--- src/rtl/hashed_jump_target_cache_assert.svh ---
// Assertion macros shared by the jump target cache modules.
`ifndef HASHED_JUMP_TARGET_CACHE_ASSERT_SVH
`define HASHED_JUMP_TARGET_CACHE_ASSERT_SVH

// Check a consequent in the same cycle as its antecedent.
`define HJTC_ASSERT_NOW(name, ante, cons, msg) \
  name: assert property (@(posedge clk) disable iff (rst) (ante) |-> (cons)) else $error(msg);

// Check a consequent in the cycle after its antecedent.
`define HJTC_ASSERT_NEXT(name, ante, cons, msg) \
  name: assert property (@(posedge clk) disable iff (rst) (ante) |=> (cons)) else $error(msg);

`endif

--- src/rtl/hjtc_pkg.sv ---
// Shared types, constants and helpers of the hashed jump target cache.
package hjtc_pkg;

  localparam int TABLE_ENTRIES_DEF = 1024;

  localparam int CMD_W    = 2;
  localparam int TAG_W    = 64;
  localparam int HANDLE_W = 48;
  localparam int COUNT_W  = 32;

  // Murmur3 64-bit finalizer constants
  localparam logic [63:0] MIX_C1    = 64'hff51afd7ed558ccd;
  localparam logic [63:0] MIX_C2    = 64'hc4ceb9fe1a85ec53;
  localparam int          MIX_SHIFT = 33;

  typedef enum logic [CMD_W-1:0] {
    CMD_LOOKUP = 2'd0,
    CMD_ADD    = 2'd1,
    CMD_CLEAR  = 2'd2
  } cmd_t;

  // One table slot as stored in memory
  typedef struct packed {
    logic [TAG_W-1:0]    tag;
    logic [HANDLE_W-1:0] handle;
    logic [COUNT_W-1:0]  hits;
  } entry_t;

  localparam int ENTRY_W = $bits(entry_t);

  typedef enum logic [2:0] {
    CS_INIT,
    CS_IDLE,
    CS_HASH,
    CS_LOOK,
    CS_SWEEP,
    CS_RESP
  } ctl_state_t;

  typedef enum logic [1:0] {
    HS_IDLE,
    HS_MUL,
    HS_RED
  } hash_state_t;

  // Saturating increment of a 32-bit counter
  function automatic logic [COUNT_W-1:0] sat_inc(input logic [COUNT_W-1:0] v);
    return (v == '1) ? v : v + 1'b1;
  endfunction

endpackage

--- src/rtl/hjtc_hash.sv ---
// Iterative Murmur3 fmix64 hash with slot reduction over one shared 32x32 multiplier.
`include "hashed_jump_target_cache_assert.svh"

module hjtc_hash import hjtc_pkg::*; #(
  parameter int TABLE_ENTRIES = TABLE_ENTRIES_DEF,
  localparam int IDX_W = $clog2(TABLE_ENTRIES)
) (
  input  logic             clk,
  input  logic             rst,
  input  logic             start,
  input  logic [TAG_W-1:0] key,
  output logic             done,
  output logic [IDX_W-1:0] index
);

  localparam bit               IS_POW2   = (TABLE_ENTRIES & (TABLE_ENTRIES - 1)) == 0;
  // Reduce one byte of the hash per step: value = {remainder, byte}
  localparam int               VAL_W     = IDX_W + 8;
  localparam int               RED_SHIFT = 2 * IDX_W + 8;
  localparam logic [63:0]      RECIP     = (64'd1 << RED_SHIFT) / 64'(TABLE_ENTRIES);
  localparam logic [VAL_W-1:0] N_VAL     = VAL_W'(TABLE_ENTRIES);
  localparam logic [31:0]      N_32      = 32'(TABLE_ENTRIES);

  hash_state_t      state, state_next;
  logic [1:0]       step;
  logic             round;
  logic             phase;
  logic [2:0]       chunk;
  logic [63:0]      x;
  logic [63:0]      acc;
  logic [IDX_W-1:0] rem;
  logic [VAL_W-1:0] val;
  logic [7:0]       quot;

  logic [63:0]      cst;
  logic [VAL_W-1:0] val_cat;
  logic [31:0]      mul_a;
  logic [31:0]      mul_c;
  logic [63:0]      prod;
  logic [31:0]      acc_hi_sum;
  logic [63:0]      mixed;
  logic [63:0]      x_fold;
  logic [VAL_W-1:0] diff;
  logic [IDX_W-1:0] rem_next;
  logic             last_mul;
  logic             last_red;

  // Select the multiplier operands: lo*lo, lo*hi, hi*lo while mixing,
  // value*reciprocal or quotient*entries while reducing
  always_comb begin
    cst     = round ? MIX_C2 : MIX_C1;
    val_cat = {rem, x[63:56]};
    if (state == HS_RED) begin
      mul_a = phase ? 32'(quot) : 32'(val_cat);
      mul_c = phase ? N_32 : RECIP[31:0];
    end else begin
      mul_a = (step == 2'd2) ? x[63:32] : x[31:0];
      mul_c = (step == 2'd1) ? cst[63:32] : cst[31:0];
    end
    prod       = 64'(mul_a) * 64'(mul_c);
    acc_hi_sum = acc[63:32] + prod[31:0];
    mixed      = {acc_hi_sum, acc[31:0]};
    x_fold     = mixed ^ (mixed >> MIX_SHIFT);
  end

  // Subtract the quotient estimate, then correct by at most one more entries count
  always_comb begin
    diff     = val - prod[VAL_W-1:0];
    rem_next = (diff >= N_VAL) ? IDX_W'(diff - N_VAL) : diff[IDX_W-1:0];
  end

  assign last_mul = (state == HS_MUL) && (step == 2'd2) && round;
  assign last_red = (state == HS_RED) && phase && (chunk == 3'd7);

  // State register and sequencing counters
  always_ff @(posedge clk) begin
    if (rst) begin
      state <= HS_IDLE;
      step  <= 2'd0;
      round <= 1'b0;
      phase <= 1'b0;
      chunk <= 3'd0;
      done  <= 1'b0;
    end else begin
      state <= state_next;
      done  <= (last_mul && IS_POW2) || last_red;
      if (state == HS_IDLE && start) begin
        step  <= 2'd0;
        round <= 1'b0;
      end else if (state == HS_MUL) begin
        if (step == 2'd2) begin
          step  <= 2'd0;
          round <= 1'b1;
          phase <= 1'b0;
          chunk <= 3'd0;
        end else begin
          step <= step + 2'd1;
        end
      end else if (state == HS_RED) begin
        phase <= ~phase;
        if (phase) begin
          chunk <= chunk + 3'd1;
        end
      end
    end
  end

  // Next state
  always_comb begin
    state_next = state;
    unique case (state)
      HS_IDLE: begin
        if (start) begin
          state_next = HS_MUL;
        end
      end
      HS_MUL: begin
        if (last_mul) begin
          state_next = IS_POW2 ? HS_IDLE : HS_RED;
        end
      end
      HS_RED: begin
        if (last_red) begin
          state_next = HS_IDLE;
        end
      end
      default: state_next = HS_IDLE;
    endcase
  end

  // Datapath: fold, accumulate partial products, reduce the hash a byte at a time
  always_ff @(posedge clk) begin
    if (state == HS_IDLE && start) begin
      x <= key ^ (key >> MIX_SHIFT);
    end else if (state == HS_MUL) begin
      unique case (step)
        2'd0: acc <= prod;
        2'd1: acc[63:32] <= acc_hi_sum;
        2'd2: begin
          x   <= x_fold;
          rem <= '0;
          if (round) begin
            index <= x_fold[IDX_W-1:0];
          end
        end
        default: acc <= acc;
      endcase
    end else if (state == HS_RED) begin
      if (!phase) begin
        val  <= val_cat;
        quot <= prod[RED_SHIFT +: 8];
        x    <= x << 8;
      end else begin
        rem <= rem_next;
        if (chunk == 3'd7) begin
          index <= rem_next;
        end
      end
    end
  end

  `HJTC_ASSERT_NOW(a_start_idle, start, state == HS_IDLE, "hash started while busy")
  `HJTC_ASSERT_NEXT(a_done_idle, done, state == HS_IDLE, "hash not idle after done")
  `HJTC_ASSERT_NOW(a_step_range, state == HS_MUL, step != 2'd3, "multiply step out of range")

endmodule

--- config.mk ---
export PLATFORM = sky130hd
export DESIGN_NAME = hjtc_hash
export DESIGN_NICKNAME = d
export VERILOG_FILES = /design/src/rtl/hjtc_pkg.sv /design/src/rtl/hjtc_hash.sv
export VERILOG_INCLUDE_DIRS = /design/src /design/src/rtl
export SDC_FILE = /design/constraint.sdc
export NUM_CORES = 2
export LEC_CHECK = 0
export ABC_AREA = 0
export CORE_ASPECT_RATIO = 1.1
export CORE_MARGIN = 3
export CORE_UTILIZATION = 50
export CTS_CLUSTER_DIAMETER = 50
export DETAILED_ROUTE_END_ITERATION = 8
export DONT_BUFFER_PORTS = 1
export PLACE_DENSITY = 0.74
export REMOVE_ABC_BUFFERS = 1
export SETUP_SLACK_MARGIN = 0.2
export SLEW_MARGIN = 20
export SYNTH_ARGS = -nofsm -noshare
export SYNTH_HDL_FRONTEND = slang
export SYNTH_SLANG_ARGS = --single-unit
--- constraint.sdc ---
create_clock -name clk -period 9.37 [get_ports clk]
set_input_delay 0 -clock clk [delete_from_list [all_inputs] [get_ports clk]]
set_output_delay 0 -clock clk [all_outputs]
set_load 0.03 [all_outputs]
==> flow_summary.yaml <==
sta:
  fmax_ghz: 0.1093
  hold_violations: 0
  fin_crit_sh_pct: 97.64
  finalWorstSetupSlack_ns: 0.2214
  grt_setup_unrepaired: "yes"
  maxSlewHeadroom_pct: 26.50
  tightestPinTransition_ns: 1.099
  fin_setup_tns_ns: 0
  setup_viol: 0
  finClkSkew_ns: 0.01172
  period_needed_ns: 9.149
  drv_slew: 0
clock_network:
  clk_pin_slew_ns: 0.07
  insertion_delay_ns: 0.44
  clock_sinks: 143
  cts_buffer_depth: 2
  numCtsBuffers: 17
  cts_max_level: 4
  clock-root-buffer: "clkbuf_16"
  cts_tree: "yes"
synth:
  ys_seq_area_share_pct: 11.35
  yosysWarnings: 0
  synth_mux_area_share_pct: 1.368
  synth-xor-area-share_pct: 3.556
  netlist_area_mm2: 0.03740
  synth-edff-count: 138
  synthCells: 3789
  synth_fa_ha_area_share_pct: 57.08
  synth_top_family_by_area: "adder cells"
  synthArstFlopShare_pct: 0
  synth.area.top_cells: "fa_1, edfxtp_1, ha_1"
  ys_seq_elements: 143
  synth_ff_type: "edfxtp_1"
  synthDistinctLibCells: 68
  yosys.area.top_type: "fa_1"
  yosysMostFrequentCell: "inv_1"
  yosysTopAreaCellShare_pct: 46.14
  synth_area_per_cell_um2: 9.871
  synth-simple-area-share_pct: 8.413
  ys_top_cells_by_count: "inv_1, fa_1, ha_1"
  synth_compound_area_share_pct: 7.440
worst_setup_path:
  cp_num_buf_inv: 10
  crit_required_ns: 9.52
  startpoint_type: "register"
  slowest_stage: "fa_1"
  reg2reg_depth: 38
  worst_path_dominant_cell_family: "adder cells"
  crit_path_max_incr_delay_ns: 0.56
  crit_type: "reg2reg"
  crit_cells: 38
  endpoint_kind: "register"
  cp.arrival_ns: 9.30
  path_common_cell: "buf_4"
  reg2reg_slack_ns: 0.22
  worstPathMaxFanout: 5
final_layout:
  fillers: 6174
  drive_gt1_share_pct: 17.32
  finalNetCount: 5493
  area.growth.synth_to_final_pct: 18.72
flow_run:
  max_cap_viol_count: 0
global_routing:
  overflow: 0
  antenna_found_initial: 0
  grt_use_total_pct: 35.36
  grt_pass1_wl_um: 199600
  grt_max_degree: 87
  grt_pass1_vias: 31193
place:
  place_congestion: 1.077
  io_buffers: 0
  dp_slack_ns: -0.1636
  post-dp-hpwl_um: 116700
route:
  drt_wl_total_um: 135500
  antenna_left: 0
  drtIter0Drc: 2948
  drt-wirelength-per-cell_um: 26.04
  vias: 29334
  drc: 0
  vias_per_cell: 5.637
  dr.pass1.iters: 7
floorplan:
  ios: 78
  die-area_mm2: 0.07813
  die_h_um: 292.9
  rows: 104
  dieWidth_um: 266.8
  initial_utilization_pct: 50.78
  coreArea_mm2: 0.07365
worst_hold_path:
  hold_depth: 4
  min_path_type: "in2reg"
status:
  status: "finished clean"
[state kept, by name, indices dropped and copies added, names as in the netlist]
register	cells
state	1
index	10
step	2
acc	64
round	1
x	64
done	1
[kinds of logic (layout without fill, tap and decap cells)]
| logic type | Yosys count | in the layout |
|---|---|---|
| adder cells (fa/ha/maj) | 1189 | 1189 |
| flip-flops | 143 | 143 |
| AND/OR/NAND/NOR | 727 | 727 |
| other | 1 | 2 |
| multiplexers | 51 | 51 |
| XOR/XNOR | 151 | 151 |
| AO/OA/AOI/OAI | 452 | 452 |
| buffers and inverters | 1075 | 1535 |
[routing by layer]
metal	wire length [µm]	share of wire (%)	vias to the layer above	GRT usage, %
li1	-	-	12445	-
met1	49460	36	14731	46.10
met2	61020	45	1705	55.41
met3	13350	9.8	453	6.065
met4	11690	8.6	0	21.91
met5	0	0	-	0
[path summary, 6_finish.rpt]
check	start	to
setup / recovery	step[0]	x[28]
setup reg to reg	step[0]	x[28]
hold reg to reg	round	round
hold / removal	key[11]	x[11]
[tightest hold or removal path, delay by kind of cell]
kind | cells | cell delay (ns)
AOI/OAI and AO/OA | 2 | 0.22
and+or+nand+nor | 1 | 0.06
xor gates and xnor gates | 1 | 0.05
[placed cells by master (no fill, tap or decap), types with 10 or more instances in the layout]
cell type / count
edfxtp_1: 138
a21oi_2: 22
o21a_1: 11
xnor2_2: 10
and2_1: 24
nand3_1: 19
o21ai_1: 15
a211oi_1: 21
nand4_1: 17
buf_6: 20
xnor2_1: 97
fa_2: 16
xor2_1: 33
a21o_1: 56
o21ai_0: 84
and3_1: 14
nor2_1: 266
ha_1: 304
fa_1: 846
nand2_1: 253
inv_2: 19
nor3_1: 10
clkbuf_16: 20
mux2i_1: 33
inv_1: 943
buf_12: 13
nand2b_1: 27
mux2i_4: 12
dlygate4sd3_1: 48
ha_4: 20
nor2b_1: 25
or2_2: 12
buf_4: 444
o21bai_1: 22
a21oi_1: 149
nand2_2: 17
[metrics by stage]
stage / std cells / hold slack [ns] / cell area (µm²) / utilization [%]
floorplan: 3684 / 0.06907 / 37010 / -
global placement: 5062 / 0.06650 / 41500 / 56.34
detailed placement: 5062 / 0.06587 / 41500 / 56.34
CTS: 5151 / 0.003870 / 43030 / 58.43
global route: 5203 / 0.02419 / 44400 / 60.29
finish: 5204 / 0.001849 / 44410 / 60.29
[final cells by class]
class	count	area, µm²	area share (%)
clock inverter	14	141.4	0.3184
multi-input combinational	2571	30210	68.02
tap	954	1194	2.688
clock buffer	17	425.4	0.9580
timing repair buffer	534	4524	10.19
sequential	143	4254	9.580
antenna	1	2.502	0.005635
inverter	970	3657	8.236
[repair_timing]
action                     CTS  global route
cloned                       2             3
pin swaps                   11            84
hold buffers                49             0
gates resized for setup     72           205
setup buffers                7            49
setup endpoints to repair   30            38
hold endpoints to repair    59             0
Power is left out: the tool's default activity adds up to more than one toggle a clock period on the data nets, which glitch-free logic cannot reach.
