### config.mk
export PLATFORM = sky130hd
export DESIGN_NAME = hjtc_ram
export DESIGN_NICKNAME = d
export VERILOG_FILES = /design/src/rtl/hashed_jump_target_cache_assert.svh /design/src/rtl/hjtc_ram.sv
export SDC_FILE = /design/constraint.sdc
export NUM_CORES = 1
export LEC_CHECK = 0
export BUFFER_PORTS_ARGS = -buffer_cell sky130_fd_sc_hd__buf_2
export CAP_MARGIN = 10
export CORE_ASPECT_RATIO = 0.6
export CORE_MARGIN = 2
export CORE_UTILIZATION = 55
export DETAILED_ROUTE_END_ITERATION = 10
export PLACE_DENSITY = 0.74
export SLEW_MARGIN = 10
export SYNTH_ARGS = -nofsm -noshare
export SYNTH_HDL_FRONTEND = slang
export SYNTH_SLANG_ARGS = --single-unit
export TNS_END_PERCENT = 100
### constraint.sdc
create_clock -name clk -period 2.8 [get_ports clk]
set_input_delay 0.28 -clock clk [delete_from_list [all_inputs] [get_ports clk]]
set_output_delay 0.28 -clock clk [all_outputs]
set_load 0.03 [all_outputs]
### src/rtl/hashed_jump_target_cache_assert.svh
// Assertion macros shared by the jump target cache modules.
`ifndef HASHED_JUMP_TARGET_CACHE_ASSERT_SVH
`define HASHED_JUMP_TARGET_CACHE_ASSERT_SVH

// Check a consequent in the same cycle as its antecedent.
`define HJTC_ASSERT_NOW(name, ante, cons, msg) \
  name: assert property (@(posedge clk) disable iff (rst) (ante) |-> (cons)) else $error(msg);

// Check a consequent in the cycle after its antecedent.
`define HJTC_ASSERT_NEXT(name, ante, cons, msg) \
  name: assert property (@(posedge clk) disable iff (rst) (ante) |=> (cons)) else $error(msg);

`endif

### src/rtl/hjtc_ram.sv
// Generic single-port-write, registered-read RAM.
module hjtc_ram #(
  parameter int WIDTH = 8,
  parameter int DEPTH = 16,
  localparam int ADDR_W = (DEPTH > 1) ? $clog2(DEPTH) : 1
) (
  input  logic              clk,
  input  logic              we,
  input  logic [ADDR_W-1:0] waddr,
  input  logic [WIDTH-1:0]  wdata,
  input  logic              re,
  input  logic [ADDR_W-1:0] raddr,
  output logic [WIDTH-1:0]  rdata
);

  logic [WIDTH-1:0] mem [DEPTH];

  // Write port
  always_ff @(posedge clk) begin
    if (we) begin
      mem[waddr] <= wdata;
    end
  end

  // Registered read, held while no read is issued
  always_ff @(posedge clk) begin
    if (re) begin
      rdata <= mem[raddr];
    end
  end

endmodule

==> results of run 1 <==
power by group:
part	switching, mW	internal, mW	total [mW]
combinational	0.136	0.0860	0.222
clock	0.787	1.29	2.07
sequential	0.0126	2.30	2.31
worst reg2reg max path: stages, from the launching register on:
cell	delay, ns
edfxtp_1	0.36
mux4_1	0.53
a22oi_1	0.27
nand2_1	0.08
cells by family (layout without fill, tap and decap cells):
family,Yosys count,count (layout)
AOI/OAI and AO/OA,16,16
buffers and inverters,10,71
DFF,136,136
muxes,32,32
and+or+nand+nor,35,35
sequential cells by signal, summed over array words and instances (netlist names):
name   count
mem      128
rdata      8
worst max path at each step:
stage	to	slack [ns]	depth (start not counted)
after floorplan	mem[0][0]$_DFFE_PP_	1.03	2
after global placement	rdata[5]$_DFFE_PP_	0.95	5
after detailed placement	rdata[5]$_DFFE_PP_	0.93	5
after CTS	rdata[5]$_DFFE_PP_	1.28	3
after global routing	rdata[5]$_DFFE_PP_	1.22	3
final	rdata[5]$_DFFE_PP_	1.32	3
final cells by class:
| cell class | count | area (µm²) |
|---|---|---|
| fill | 602 | 3099 |
| clock buffer | 20 | 436.7 |
| timing repair buffer | 39 | 240.2 |
| sequential | 136 | 4084 |
| multi-input combinational | 83 | 1057 |
| tap | 130 | 162.7 |
| clock inverter | 12 | 108.9 |
cells in the mapped netlist:
library cell	count	area share [%]
edfxtp_1	136	78
mux4_2	18	7.8
a22oi_1	16	2.3
mux4_1	14	7.0
nor2_1	13	0.93
nand2_1	9	0.65
nor3_1	4	0.38
buf_2	3	0.29
buf_6	3	0.65
clkdlybuf4s25_2	3	0.57
nand2b_1	2	0.24
nand3b_1	2	0.29
and2_1	1	0.12
and2b_1	1	0.14
buf_4	1	0.14
nand3_1	1	0.096
nor2b_1	1	0.12
or3b_2	1	0.17
stage by stage:
step | total power [mW] | instance area, µm² | hold WS, ns | util [%] | setup slack [ns]
global placement | 2.567 | 5544 | 0.6658 | 60.34 | 0.9481
detailed placement | 2.573 | 5544 | 0.6736 | 60.34 | 0.9321
CTS | 4.641 | 6090 | 0.2238 | 66.27 | 1.285
global route | 4.754 | 6090 | 0.2455 | 66.27 | 1.219
finish | 4.604 | 6090 | 0.2427 | 66.27 | 1.316
floorplan | 2.481 | 5228 | 0.3789 | - | 1.027
per-layer routing:
| layer | vias up | wire [µm] | GRT usage (%) |
|---|---|---|---|
| li1 | 1078 | - | - |
| met1 | 1358 | 4687 | 34.33 |
| met2 | 101 | 4703 | 31.20 |
| met3 | 19 | 676 | 7.172 |
| met4 | 2 | 170 | 8.710 |
| met5 | - | 11 | 0 |
cell usage in the layout (no fill, tap or decap):
master | synthesis | routed
nand2_1 | 9 | 9
clkinv_1 | 0 | 3
buf_4 | 1 | 12
mux4_1 | 14 | 14
buf_2 | 3 | 26
buf_12 | 0 | 1
nor3_1 | 4 | 4
nor2b_1 | 1 | 1
nand3b_1 | 2 | 2
clkinv_2 | 0 | 6
clkbuf_1 | 0 | 3
nand2b_1 | 2 | 2
bufinv_16 | 0 | 2
clkbuf_16 | 0 | 17
mux4_2 | 18 | 18
clkinvlp_4 | 0 | 1
and2_1 | 1 | 1
and2b_1 | 1 | 1
nand3_1 | 1 | 1
a22oi_1 | 16 | 16
nor2_1 | 13 | 13
or3b_2 | 1 | 1
edfxtp_1 | 136 | 136
==> run_results.csv, run 1 <==
group,metric,value,unit
synthesis,synth-simple-area-share,3.135,%
setup_path,r2r_start,"mem[1][5]$_DFFE_PP_",
setup_path,cp_max_fo,1,
synthesis,synth-compound-area-share,2.298,%
clock_tree,h-tree-depth,4,
global_route,grt_pass1_vias,2557,
place,port_buffers,26,
place,gp_congestion,0.7616,
place,hpwlAfterDp,6.352,mm
sta,max_freq,0.6737,GHz
setup_path,critical_path_class,"flip-flop to flip-flop",
synthesis,yosysUniqueCellTypes,18,
power,powerDensity,756.1,mW/mm²
detailed_routing,dr.pass1.iters,4,
global_route,grt_antenna_before_repair,1,
final_layout,area_growth,16.49,%
setup_path,r2r_cells,3,
min_path,worst_hold_path_type,"input port to flip-flop",
clock_tree,cts-root-buf,"clkbuf_16",
synthesis,ys_seq_elements,136,
final_layout,final_layout_size_suffix_gt1_share,28.97,%
setup_path,critPathBufInv,0,
floorplanning,io_pins,27,
synthesis,synthCells,229,
floorplanning,core_region_area,0.009189,mm²
floorplanning,start_util,56.89,%
setup_path,rrSetupSlack,1.32,ns
synthesis,syn_area_per_cell,22.83,µm²
global_route,grtUsageTotal,22.68,%
setup_path,critPathMaxStageDelay,0.53,ns
detailed_routing,drt_iter0_drc,364,
synthesis,synth_top_family_by_area,"multiplexers",
power,p_leak,2.052,nW
min_path,hold_end,"mem[14][6]$_DFFE_PP_",
synthesis,syn_nets,248,
synthesis,syn_area,0.005228,mm²
final_layout,finalNonFillerCells,420,
synthesis,ys_seq_area_share,78.12,%
global_route,grt_pass1_wl,15.67,mm
sta,fin_crit_sh,53.01,%
floorplanning,dieArea,0.01033,mm²
setup_path,cp-start-kind,"flip-flop",
setup_path,cp.required,2.97,ns
clock_tree,holdBufCountCts,0,
sta,setup_viol,0,
setup_path,cpMaxStageDelayCell,"mux4_1",
power,irDropWorstVdd,0.5117,mV
detailed_routing,drc_errors,0,
min_path,hold_depth,1,
clock_tree,clk_latency,0.42,ns
detailed_routing,antenna_left,0,
clock_tree,cts_buffers,17,
setup_path,cp_top_family,"multiplexers",
sta,tightest_slew,1.027,ns
detailed_routing,wl_per_cell,24.40,µm
sta,slew_headroom,31.27,%
setup_path,crit_chain,"mux4_1, a22oi_1, nand2_1",
global_route,grt_max_degree,33,
sta,finalMaxSlewViolations,0,
setup_path,crit_arrival,1.65,ns
clock_tree,clock_path_buffers,2,
detailed_routing,vias_per_cell,6.090,
global_route,overflow,0,
final_layout,diodes,0,
final_layout,fin_nets,296,
floorplanning,die_x,129.9,µm
floorplanning,die_y,79.52,µm
synthesis,yosysWarnings,0,
clock_tree,path_clk_slew,0.06,ns
synthesis,synth-xor-area-share,0,%
setup_path,critPathCaptureType,"flip-flop",
detailed_routing,via_count,2558,
sta,skew,0.004583,ns
clock_tree,cts.sinks,136,
min_path,worstHoldStart,"wdata[6]",
sta,fin_tns_setup,0,ns
outcome,status,"finished, final reports clean",
flow_run,maxCapViolations,0,
setup_path,r2r-end,"rdata[5]$_DFFE_PP_",
floorplanning,rows,27,
synthesis,synth-adder-area-share,0,%
sta,min_period,1.484,ns
clock_tree,post_cts_buffers,0,
setup_path,crit_start,"mem[1][5]$_DFFE_PP_",
sta,rsz0062_at_grt,"false",
place,place_inst,388,
detailed_routing,routed_wl,10.25,mm
synthesis,yosys-mux-area-fraction,14.79,%
clock_tree,tritoncts,"yes",
clock_tree,cts_resized,0,
sta,hold_viol,0,
Note: power is estimated with default switching activity, not from simulation.
==> run 2: changes to the inputs <==
Clock period 2.8 ns to 1.45 ns, I/O delays scaled along.
==> run_results.csv, run 2 (synthesis results as in run 1) <==
group,metric,value,unit
min_path,worst_hold_path_type,"input port to flip-flop",
setup_path,cp.required,1.61,ns
power,p_sw,1.944,mW
clock_tree,cts-root-buf,"clkbuf_16",
global_route,grtUsageTotal,23.10,%
global_route,use_met3,7.038,%
global_route,grt_busiest_layer,"met1",
sta,holdWs,0.1110,ns
power,powerDensity,1445,mW/mm²
global_route,grt_pass1_wl,15.97,mm
setup_path,critPathCaptureType,"flip-flop",
sta,min_period,1.505,ns
sta,hold_viol,0,
detailed_routing,dr.pass1.iters,4,
global_route,overflow,0,
final_layout,fillers,603,
detailed_routing,antenna_left,0,
final_layout,fin_nets,327,
min_path,worstHoldStart,"wdata[3]",
clock_tree,path_clk_slew,0.06,ns
power,power_frac_clock,46.6,%
floorplanning,die_y,79.52,µm
setup_path,cp.depth,4,
outcome,status,"finished, violations left",
power,combPwrFrac,5.5,%
floorplanning,io_pins,27,
floorplanning,start_util,56.89,%
setup_path,crit_arrival,1.67,ns
global_route,grt_antenna_before_repair,0,
min_path,hold_depth,1,
detailed_routing,wl_per_cell,23.97,µm
detailed_routing,drc_errors,0,
clock_tree,tritoncts,"yes",
place,gp_congestion,0.7357,
clock_tree,cts.sinks,136,
floorplanning,die_x,129.9,µm
global_route,grt_max_degree,17,
global_route,grt_util_met2,32.77,%
detailed_routing,routed_wl,10.81,mm
setup_path,r2r_start,"mem[3][7]$_DFFE_PP_",
flow_run,maxCapViolations,0,
final_layout,layout_commonest_cell,"edfxtp_1",
final_layout,area_growth,23.03,%
power,irDropWorstVdd,1.136,mV
global_route,met1_usage,35.45,%
power,sw_frac_of_total,20.91,%
setup_path,cp_max_fo,1,
place,port_buffers,26,
clock_tree,post_cts_buffers,0,
detailed_routing,drt_iter0_drc,307,
setup_path,critPathMaxStageDelay,0.49,ns
clock_tree,clock_path_buffers,2,
sta,fin_crit_sh,103.8,%
final_layout,diodes,0,
setup_path,cp-start-kind,"flip-flop",
place,hpwlAfterDp,7.069,mm
final_layout,seq_area,0.004084,mm²
power,p_leak,2.227,nW
power,seq_power_share,47.9,%
setup_path,cp_top_family,"multiplexers",
setup_path,crit_chain,"mux4_2, a22oi_2, buf_4, nand2_2",
sta,setup_slack,-0.05475,ns
sta,skew,0.007729,ns
detailed_routing,vias_per_cell,5.783,
final_layout,largest-register,"mem",
clock_tree,cts_buffers,17,
setup_path,r2r_cells,4,
detailed_routing,via_count,2608,
global_route,grt_pass1_vias,2643,
sta,setup_viol,3,
floorplanning,rows,27,
setup_path,critical_path_class,"flip-flop to flip-flop",
setup_path,crit_start,"mem[3][7]$_DFFE_PP_",
final_layout,reg_top3,"mem (128), rdata (8)",
power,power.internal,7.353,mW
final_layout,largest_reg_flops,128,
power,p_total,9.296,mW
final_layout,multi_input_area,0.001070,mm²
clock_tree,clk_latency,0.42,ns
outcome,violations,"negative setup slack",
sta,rsz0062_at_grt,"true",
sta,max_freq,0.6646,GHz
setup_path,cpMaxStageDelayCell,"mux4_2",
final_layout,final_layout_size_suffix_gt1_share,40.50,%
clock_tree,h-tree-depth,4,
final_layout,layout_common_cells,"edfxtp_1, buf_4, buf_2",
setup_path,critPathBufInv,1,
sta,tightest_slew,0.8369,ns
floorplanning,core_region_area,0.009189,mm²
sta,slew_headroom,44.00,%
floorplanning,dieArea,0.01033,mm²
sta,finalMaxSlewViolations,0,
run 2: changes by cell type in the layout (fill, tap and decap cells not counted), moves of 3 or more:
| cell | delta |
|---|---|
| a22oi_1 | -4 |
| a22oi_2 | +4 |
| buf_12 | +3 |
| buf_4 | +28 |
| clkbuf_1 | -3 |
| clkinv_2 | -4 |
| clkinv_4 | +5 |
| mux4_1 | -4 |
| mux4_2 | +4 |
run 2: through the flow:
stage | std cells | cell area (µm²) | utilization (%) | setup slack, ns | setup TNS (ns)
after floorplan | 229 | 5233 | - | 0.02259 | 0
after global routing | 451 | 6431 | 69.99 | -0.09410 | -0.3261
after CTS | 451 | 6429 | 69.96 | -0.04882 | -0.1152
final | 451 | 6431 | 69.99 | -0.05475 | -0.09989
after detailed placement | 419 | 5819 | 63.33 | -0.2981 | -2.181
after global placement | 419 | 5819 | 63.33 | -0.3293 | -1.794
run 2: final timing paths:
kind                               end  slack, ns
setup / recovery    rdata[7]$_DFFE_PP_      -0.05
hold reg to reg     rdata[1]$_DFFE_PP_       0.75
hold / removal    mem[12][3]$_DFFE_PP_       0.11
setup reg to reg    rdata[7]$_DFFE_PP_      -0.05
run 2: cell type report:
class                      count  area share [%]
sequential                   136           63.50
multi-input combinational     83           16.63
timing repair buffer          70           7.938
clock buffer                  17           6.615
clock inverter                15           2.782
tap                          130           2.529
run 2: layer usage:
metal	share of wire, %	vias to the layer above
met2	45	102
met4	0.96	0
met1	47	1358
li1	-	1136
met3	7.6	12
met5	0	-
run 2: repair_timing:
action,CTS,global route
resized for setup,5,4
pin swaps,2,3
hold buffers,0,0
setup endpoints to repair,5,8
run 2: power by group through the flow:
stage | Combinational, mW | Sequential, mW | Clock (mW)
after floorplan | 0.224 | 4.57 | 0
after global placement | 0.487 | 4.53 | 0
after detailed placement | 0.497 | 4.53 | 0
after CTS | 0.508 | 4.45 | 4.39
after global routing | 0.545 | 4.46 | 4.57
final | 0.509 | 4.45 | 4.33
